$ cat config.mk
export PLATFORM = sky130hd
export DESIGN_NAME = pdeq_ctrl
export DESIGN_NICKNAME = d
export VERILOG_FILES = /design/src/pdeq_pkg.sv /design/src/pdeq_ctrl.sv
export SDC_FILE = /design/constraint.sdc
export NUM_CORES = 1
export LEC_CHECK = 0
export ABC_CLOCK_PERIOD_IN_PS = 1240
export BUFFER_PORTS_ARGS = -buffer_cell sky130_fd_sc_hd__buf_2
export CAP_MARGIN = 15
export CORE_AREA = 5 5 42 44
export CTS_CLUSTER_SIZE = 14
export DETAILED_ROUTE_END_ITERATION = 7
export DIE_AREA = 0 0 47 49
export PLACE_DENSITY_LB_ADDON = 0.3
export SLEW_MARGIN = 30
export SYNTH_ARGS = -nofsm -noshare
export SYNTH_HDL_FRONTEND = slang
export SYNTH_SLANG_ARGS = --single-unit
$ cat constraint.sdc
create_clock -name clk -period 1.24 [get_ports clk]
set_input_delay 0.062 -clock clk [delete_from_list [all_inputs] [get_ports clk]]
set_output_delay 0.062 -clock clk [all_outputs]
set_load 0.02 [all_outputs]
$ cat src/pdeq_pkg.sv
`default_nettype none

package pdeq_pkg;

	// Store size and the index widths that follow from it. Null is the index DEPTH.
	localparam int DEPTH  = 256;
	localparam int IDX_W  = $clog2(DEPTH + 1);
	localparam int ADDR_W = $clog2(DEPTH);
	localparam logic [IDX_W-1:0] NIL = IDX_W'(DEPTH);

	localparam int VAL_W = 64;
	localparam int LEN_W = 4;
	localparam int TOT_W = 9;
	localparam int ENT_W = VAL_W + LEN_W;

	localparam logic [LEN_W-1:0] MAX_BYTES = LEN_W'(8);

	localparam logic [2:0] OP_PUSH_BACK  = 3'd0;
	localparam logic [2:0] OP_PUSH_FRONT = 3'd1;
	localparam logic [2:0] OP_POP_FRONT  = 3'd2;
	localparam logic [2:0] OP_POP_BACK   = 3'd3;
	localparam logic [2:0] OP_COUNT      = 3'd4;

	localparam logic [1:0] ST_OK    = 2'd0;
	localparam logic [1:0] ST_EMPTY = 2'd1;
	localparam logic [1:0] ST_FULL  = 2'd2;

	typedef struct packed {
		logic [2:0]       opcode;
		logic [1:0]       priority_req;
		logic [VAL_W-1:0] value;
		logic [LEN_W-1:0] value_bytes;
	} cmd_word_t;

	typedef struct packed {
		logic [1:0]       status;
		logic [VAL_W-1:0] popped_value;
		logic [LEN_W-1:0] popped_bytes;
		logic [TOT_W-1:0] element_total;
	} rsp_word_t;

	// Commands from the controller to the datapath.
	typedef struct packed {
		logic accept;
		logic step_a;
		logic step_b;
		logic out_direct;
		logic out_hold;
	} ctl_cmd_t;

endpackage

`default_nettype wire

$ cat src/pdeq_ctrl.sv
`default_nettype none

module pdeq_ctrl
	import pdeq_pkg::*;
(
	input  wire logic clk,
	input  wire logic arst_n,
	input  wire logic cmd_valid,
	output logic      cmd_stall,
	output logic      rsp_valid,
	input  wire logic rsp_stall,
	output ctl_cmd_t  ctl
);

	typedef enum logic [1:0] {
		S_IDLE,
		S_EXEC_A,
		S_EXEC_B,
		S_WAIT
	} state_t;

	state_t state_q;
	logic   out_free;
	logic   ready;

	// The output register can take a result when empty or when its word leaves now.
	assign out_free = !rsp_valid || !rsp_stall;
	assign ready = (state_q == S_IDLE) ||
		(((state_q == S_EXEC_B) || (state_q == S_WAIT)) && out_free);
	assign cmd_stall = !ready;

	always_comb begin
		ctl.accept     = ready && cmd_valid;
		ctl.step_a     = (state_q == S_EXEC_A);
		ctl.step_b     = (state_q == S_EXEC_B);
		ctl.out_direct = (state_q == S_EXEC_B) && out_free;
		ctl.out_hold   = (state_q == S_WAIT) && out_free;
	end

	always_ff @(posedge clk or negedge arst_n) begin
		if (!arst_n) begin
			state_q   <= S_IDLE;
			rsp_valid <= 1'b0;
		end else begin
			if (ctl.out_direct || ctl.out_hold) begin
				rsp_valid <= 1'b1;
			end else if (!rsp_stall) begin
				rsp_valid <= 1'b0;
			end
			unique case (state_q) inside
				S_IDLE: begin
					if (ctl.accept) begin
						state_q <= S_EXEC_A;
					end
				end
				S_EXEC_A: begin
					state_q <= S_EXEC_B;
				end
				S_EXEC_B, S_WAIT: begin
					if (ctl.accept) begin
						state_q <= S_EXEC_A;
					end else if (out_free) begin
						state_q <= S_IDLE;
					end else begin
						state_q <= S_WAIT;
					end
				end
				default: begin
					state_q <= S_IDLE;
				end
			endcase
		end
	end

endmodule

`default_nettype wire

==> results of run 1 <==
-- path summary, 6_finish.rpt --
check | to | slack, ps | cells after the start
hold / removal | rsp_valid | 100 | 3
hold reg to reg | rsp_valid | 540 | 1
setup / recovery | ctl[4] | 50 | 3
setup reg to reg | state_q[0] | 430 | 2
min in group asynchronous | rsp_valid | 160 | 2
max in group asynchronous | state_q[1] | 970 | 2
-- cells in the mapped netlist --
master / number / area share (%)
and2_1: 1 / 4.1
and2b_1: 1 / 4.9
and3_1: 1 / 4.1
dfrtp_1: 3 / 49
inv_1: 1 / 2.5
nand2_1: 1 / 2.5
nand2b_1: 3 / 12
nand3_1: 1 / 3.3
nor2b_2: 1 / 5.7
nor3b_2: 1 / 8.2
o21ai_1: 1 / 3.3
-- state kept, by name, indices dropped and copies added (netlist names) --
name,flops
state_q,2
rsp_valid,1
-- metal layers --
metal / up-vias / GRT usage (%) / part of all wire (%)
li1: 78 / - / -
met1: 57 / 4.86 / 49
met2: 15 / 3.17 / 25
met3: 0 / 6.64 / 26
met4: 0 / 2.76 / 0
met5: - / 0 / 0
-- power breakdown --
group	internal, uW	switching [uW]
Clock	120	46.0
Combinational	135	214
Sequential	143	33.9
-- what timing repair did --
action	in CTS	in global routing
setup buffers	0	0
endpoints found under the hold margin	3	0
setup endpoints to repair	0	2
hold buffers	1	0
-- logic make-up (layout without fill, tap and decap cells) --
group / count (synthesis) / in the layout
and+or+nand+nor: 10 / 10
DFF: 3 / 3
AOI/OAI and AO/OA: 1 / 1
buffers and inverters: 1 / 16
-- area by class of cell --
type,instances,area [um^2]
Clock buffer,4,26.3
Tap cell,16,20.0
Timing Repair Buffer,11,60.1
Inverter,1,3.75
Fill cell,172,1140
Sequential cell,3,75.1
Multi-Input combinational cell,11,73.8
-- cell usage in the layout, fill, tap and decap left out --
master and instances:
buf_2 10, nand2b_1 3, clkbuf_4 3, dfrtp_1 3, nor2b_2 1, nand3_1 1
inv_1 1, nor3b_2 1, and2b_1 1, nand2_1 1, and2_1 1, and3_1 1
o21ai_1 1, clkbuf_1 1, dlygate4sd3_1 1
-- metrics by stage --
stage                     setup TNS [ps]  power, uW
after global routing               -37.7        751
after detailed placement               0        529
final                                  0        691
after CTS                              0        708
after floorplan                        0        410
after global placement                 0        528
-- tightest hold or removal path, stage by stage --
cell	delay, ps
buf_2	90
nand2_1	70
nand2b_1	70
==> run_results.csv, run 1 <==
group,metric,value,unit
outcome,outcome,"complete, no violations",
placed_design,place_ws,285,ps
floorplanning,die_area,0.00230,mm^2
drt,wl_per_cell,8.07,um
drt,detail_route.first_pass.iterations,4,
final_layout,fin_area,259,um^2
synth,syn_area,153,um^2
final_layout,layout-drive-gt1-share,50.0,%
clock_tree,insertion_delay,230,ps
placed_design,dp_hpwl,300,um
clock_tree,root_buffer,"clkbuf_4",
job,drv_cap,0,
timing,post-route-period-util,95.8,%
clock_tree,clk_pin_slew,30,ps
critical_path,cp.required,1180,ps
placed_design,postPlaceCellArea,223,um^2
critical_path,path_delay_family,"flip-flops",
critical_path,path_cells,"nand3_1 -> nor3b_2 -> buf_2",
floorplanning,die_h,49,um
synth,synth_top_family_by_area,"simple AND/OR/NAND/NOR gates",
clock_tree,post_cts_resize_count,0,
global_route,grt_max_degree,6,
timing,finalSetupViolations,0,
drt,drc,0,
critical_path,arrival,1130,ps
pwr,p_per_area,2670,mW/mm^2
synth,synthAdderAreaFrac,0,%
drt,vias,150,
timing,slew_headroom,87.7,%
synth,syn_avg_cell_area,10.2,um^2
synth,synthXorXnorAreaFrac,0,%
floorplanning,ios,11,
synth,synth_nets,19,
critical_path,cpPeakStageDelay,400,ps
critical_path,start_kind,"register",
timing,final_max_slew_viol_count,0,
timing,finClkSkew,0.0887,ps
clock_tree,numCtsBuffers,3,
synth,synthSimpleGateAreaFrac,45.1,%
synth,yosysSeqAreaShare,49.2,%
synth,yosysWarnings,0,
drt,wl,371,um
floorplanning,fp.dieW,47,um
drt,via_per_inst,3.26,
global_route,antenna_found_initial,0,
worst_hold_path,min-delay-path-class,"input pin to register",
timing,max_freq,842,MHz
critical_path,endpoint_kind,"primary output",
placed_design,io_buffer_count,10,
placed_design,place_inst,41,
final_layout,final_cells,46,
floorplanning,core,0.00140,mm^2
timing,worst_pin_slew,184,ps
clock_tree,cts.path.max_buffers,2,
timing,finalCriticalPeriod,1190,ps
critical_path,crit_type,"register to primary output",
worst_hold_path,worstHoldStart,"rsp_stall",
clock_tree,cts.sinks,3,
final_layout,syn_to_final_growth,69.7,%
synth,synthMuxAreaShare,0,%
pwr,vdd_drop_max,0.937,mV
timing,setup_ws,52.1,ps
global_route,grt_pass1_wl,579,um
synth,synth_cell_types,11,
final_layout,nNetsFinal,35,
global_route,grt_usage,4.23,%
global_route,grt_overflow,0,
synth,syn_inst,15,
placed_design,gp_congestion,0.738,
critical_path,cp-startpoint,"state_q[1]",
final_layout,diodes,0,
critical_path,critPathBufInv,1,
drt,drt_iter0_drc,3,
synth,ys_ff_latch,3,
clock_tree,h-tree-depth,1,
global_route,grt_pass1_vias,159,
pwr,cellLeakagePower,0.000144,uW
clock_tree,cts_tree,"done",
synth,synth-compound-area-share,3.28,%
drt,ant_nets,0,
critical_path,cp_max_fo,5,
final_layout,final_util,18.5,%
floorplanning,start_util,10.9,%
timing,hold_viol_final,0,
critical_path,cp_slowest_cell,"dfrtp_1",
critical_path,regToRegStartpoint,"state_q[1]",
timing,rsz0062_at_grt,"yes",
timing,holdWs,100,ps
floorplanning,placementRows,14,
Power figures use the tool's default switching activity.
==> run 2, diff against run 1 <==
--- a/config.mk
+++ b/config.mk
@@ -5,7 +5,7 @@
 export SDC_FILE = /design/constraint.sdc
 export NUM_CORES = 1
 export LEC_CHECK = 0
-export ABC_CLOCK_PERIOD_IN_PS = 1240
+export ABC_CLOCK_PERIOD_IN_PS = 1400
 export BUFFER_PORTS_ARGS = -buffer_cell sky130_fd_sc_hd__buf_2
 export CAP_MARGIN = 15
 export CORE_AREA = 5 5 42 44
==> constraint.sdc (replaced) <==
create_clock -name clk -period 1.4 [get_ports clk]
set_input_delay 0.07 -clock clk [delete_from_list [all_inputs] [get_ports clk]]
set_output_delay 0.07 -clock clk [all_outputs]
set_load 0.02 [all_outputs]
==> run_results.csv, run 2 (same netlist as run 1, synthesis figures left out) <==
group,metric,value,unit
pwr,clkPwrFrac,24.5,%
drt,detail_route.first_pass.iterations,4,
final_layout,final_cell_mix,"buf_2 (10), nand2b_1 (3), clkbuf_4 (3), dfrtp_1 (3)",
critical_path,ff2ff_path_depth,2,
critical_path,cp.required,1330,ps
critical_path,path_cells,"nor2b_2 -> nand2b_1 -> buf_2",
drt,drc,0,
drt,wl_met2,111,um
timing,slew_headroom,87.0,%
global_route,grt_pass1_wl,627,um
final_layout,fin_area,259,um^2
clock_tree,numCtsBuffers,3,
floorplanning,die_h,49,um
placed_design,postPlaceCellArea,223,um^2
clock_tree,cts.sinks,3,
placed_design,gp_congestion,0.712,
clock_tree,cts_tree,"done",
placed_design,place_inst,41,
final_layout,diodes,0,
drt,top_layer,"met3",
drt,wl_per_cell,8.17,um
timing,worst_pin_slew,195,ps
timing,max_freq,832,MHz
pwr,switching_share,42.9,%
floorplanning,fp.dieW,47,um
timing,hold_viol_final,0,
clock_tree,cts.path.max_buffers,2,
critical_path,path_delay_family,"flip-flops",
drt,met1_length,178,um
final_layout,largest_reg_flops,2,
critical_path,start_kind,"register",
pwr,p_sw,265,uW
floorplanning,ios,11,
timing,final_max_slew_viol_count,0,
drt,drt_iter0_drc,2,
floorplanning,placementRows,14,
critical_path,endpoint_kind,"primary output",
final_layout,seqCellArea,75.1,um^2
drt,via_per_inst,3.20,
critical_path,rrSetupSlack,590,ps
job,drv_cap,0,
drt,wl,376,um
drt,vias,147,
drt,dr_wl_met3,86,um
pwr,vdd_drop_max,0.728,mV
final_layout,multiInputGateArea,73.8,um^2
global_route,grt_usage,4.02,%
final_layout,nNetsFinal,35,
timing,finClkSkew,2.73,ps
clock_tree,post_cts_resize_count,0,
critical_path,cp_max_fo,5,
critical_path,arrival,1130,ps
final_layout,top_register,"state_q",
global_route,grt_overflow,0,
timing,rsz0062_at_grt,"no",
final_layout,nFillCells,167,
pwr,cellLeakagePower,0.000144,uW
global_route,antenna_found_initial,0,
global_route,grt_pass1_vias,176,
critical_path,cpPeakStageDelay,400,ps
final_layout,layout_commonest_cell,"buf_2",
pwr,p_int,352,uW
floorplanning,die_area,0.00230,mm^2
clock_tree,root_buffer,"clkbuf_4",
placed_design,place_ws,438,ps
critical_path,crit_type,"register to primary output",
floorplanning,core,0.00140,mm^2
pwr,p_seq_share,25.6,%
timing,tns,0,ps
clock_tree,clk_pin_slew,40,ps
final_layout,syn_to_final_growth,69.7,%
critical_path,critPathBufInv,1,
critical_path,cp_slowest_cell,"dfrtp_1",
timing,finalCriticalPeriod,1200,ps
clock_tree,h-tree-depth,1,
placed_design,io_buffer_count,10,
placed_design,dp_hpwl,303,um
pwr,p_per_area,2380,mW/mm^2
clock_tree,insertion_delay,230,ps
outcome,outcome,"complete, no violations",
timing,setup_ws,198,ps
final_layout,largestRegisters,"state_q: 2 flops, rsp_valid: 1 flops",
pwr,comb_power_share,49.9,%
worst_hold_path,hold_depth,3,
global_route,grt_max_degree,6,
final_layout,final_cells,46,
critical_path,crit_cells,3,
worst_hold_path,min-delay-path-class,"input pin to register",
floorplanning,start_util,10.9,%
drt,ant_nets,0,
timing,post-route-period-util,85.9,%
timing,finalSetupViolations,0,
final_layout,layout-drive-gt1-share,50.0,%
## run 2: cell counts in the layout (fill, tap and decap cells not counted)
Identical to the previous run, type by type.
## run 2: path summary, 6_finish.rpt
path | to | startpoint
worst max-delay path | cmd_stall | state_q[1]
worst min-delay path | rsp_valid | rsp_stall
worst max register to register | state_q[0] | state_q[1]
worst min register to register | rsp_valid | state_q[1]
max in group asynchronous | state_q[1] | arst_n
min in group asynchronous | rsp_valid | arst_n
## run 2: power by group through the flow
stage / registers, uW / logic (uW) / clock network [uW]
global route: 168 / 334 / 164
CTS: 159 / 313 / 161
finish: 158 / 308 / 151
global placement: 160 / 308 / 0
floorplan: 172 / 191 / 0
detailed placement: 160 / 309 / 0
## run 2: repair_timing
item	4_1_cts	5_1_grt
buffers inserted	0	0
hold buffers	1	0
endpoints found under the hold margin	3	0
## run 2: final cells by class
type / count / area share [%]
Clock buffer: 4 / 10.1
Inverter: 1 / 1.45
Multi-Input combinational cell: 11 / 28.5
Sequential cell: 3 / 29.0
Tap cell: 16 / 7.73
Timing Repair Buffer: 11 / 23.2
## run 2: worst register-to-register path, cell delays in order, from the launching register on
cell	delay, ps
dfrtp_1	400
nor2b_2	210
o21ai_1	80
## run 2: metal layers
metal  global-route usage (%)  up-vias
met1                     4.65       57
met3                     2.58        0
met4                     4.15        0
met2                     4.52       11
met5                        0        -
li1                         -       79
## run 2: metrics by stage
step / hold slack, ps / util (%) / total power [uW]
final: 106 / 18.5 / 618
after global routing: 138 / 18.5 / 665
after CTS: 99.6 / 18.5 / 633
after detailed placement: -130 / 15.9 / 469
after global placement: -129 / 15.9 / 468
after floorplan: -226 / - / 364
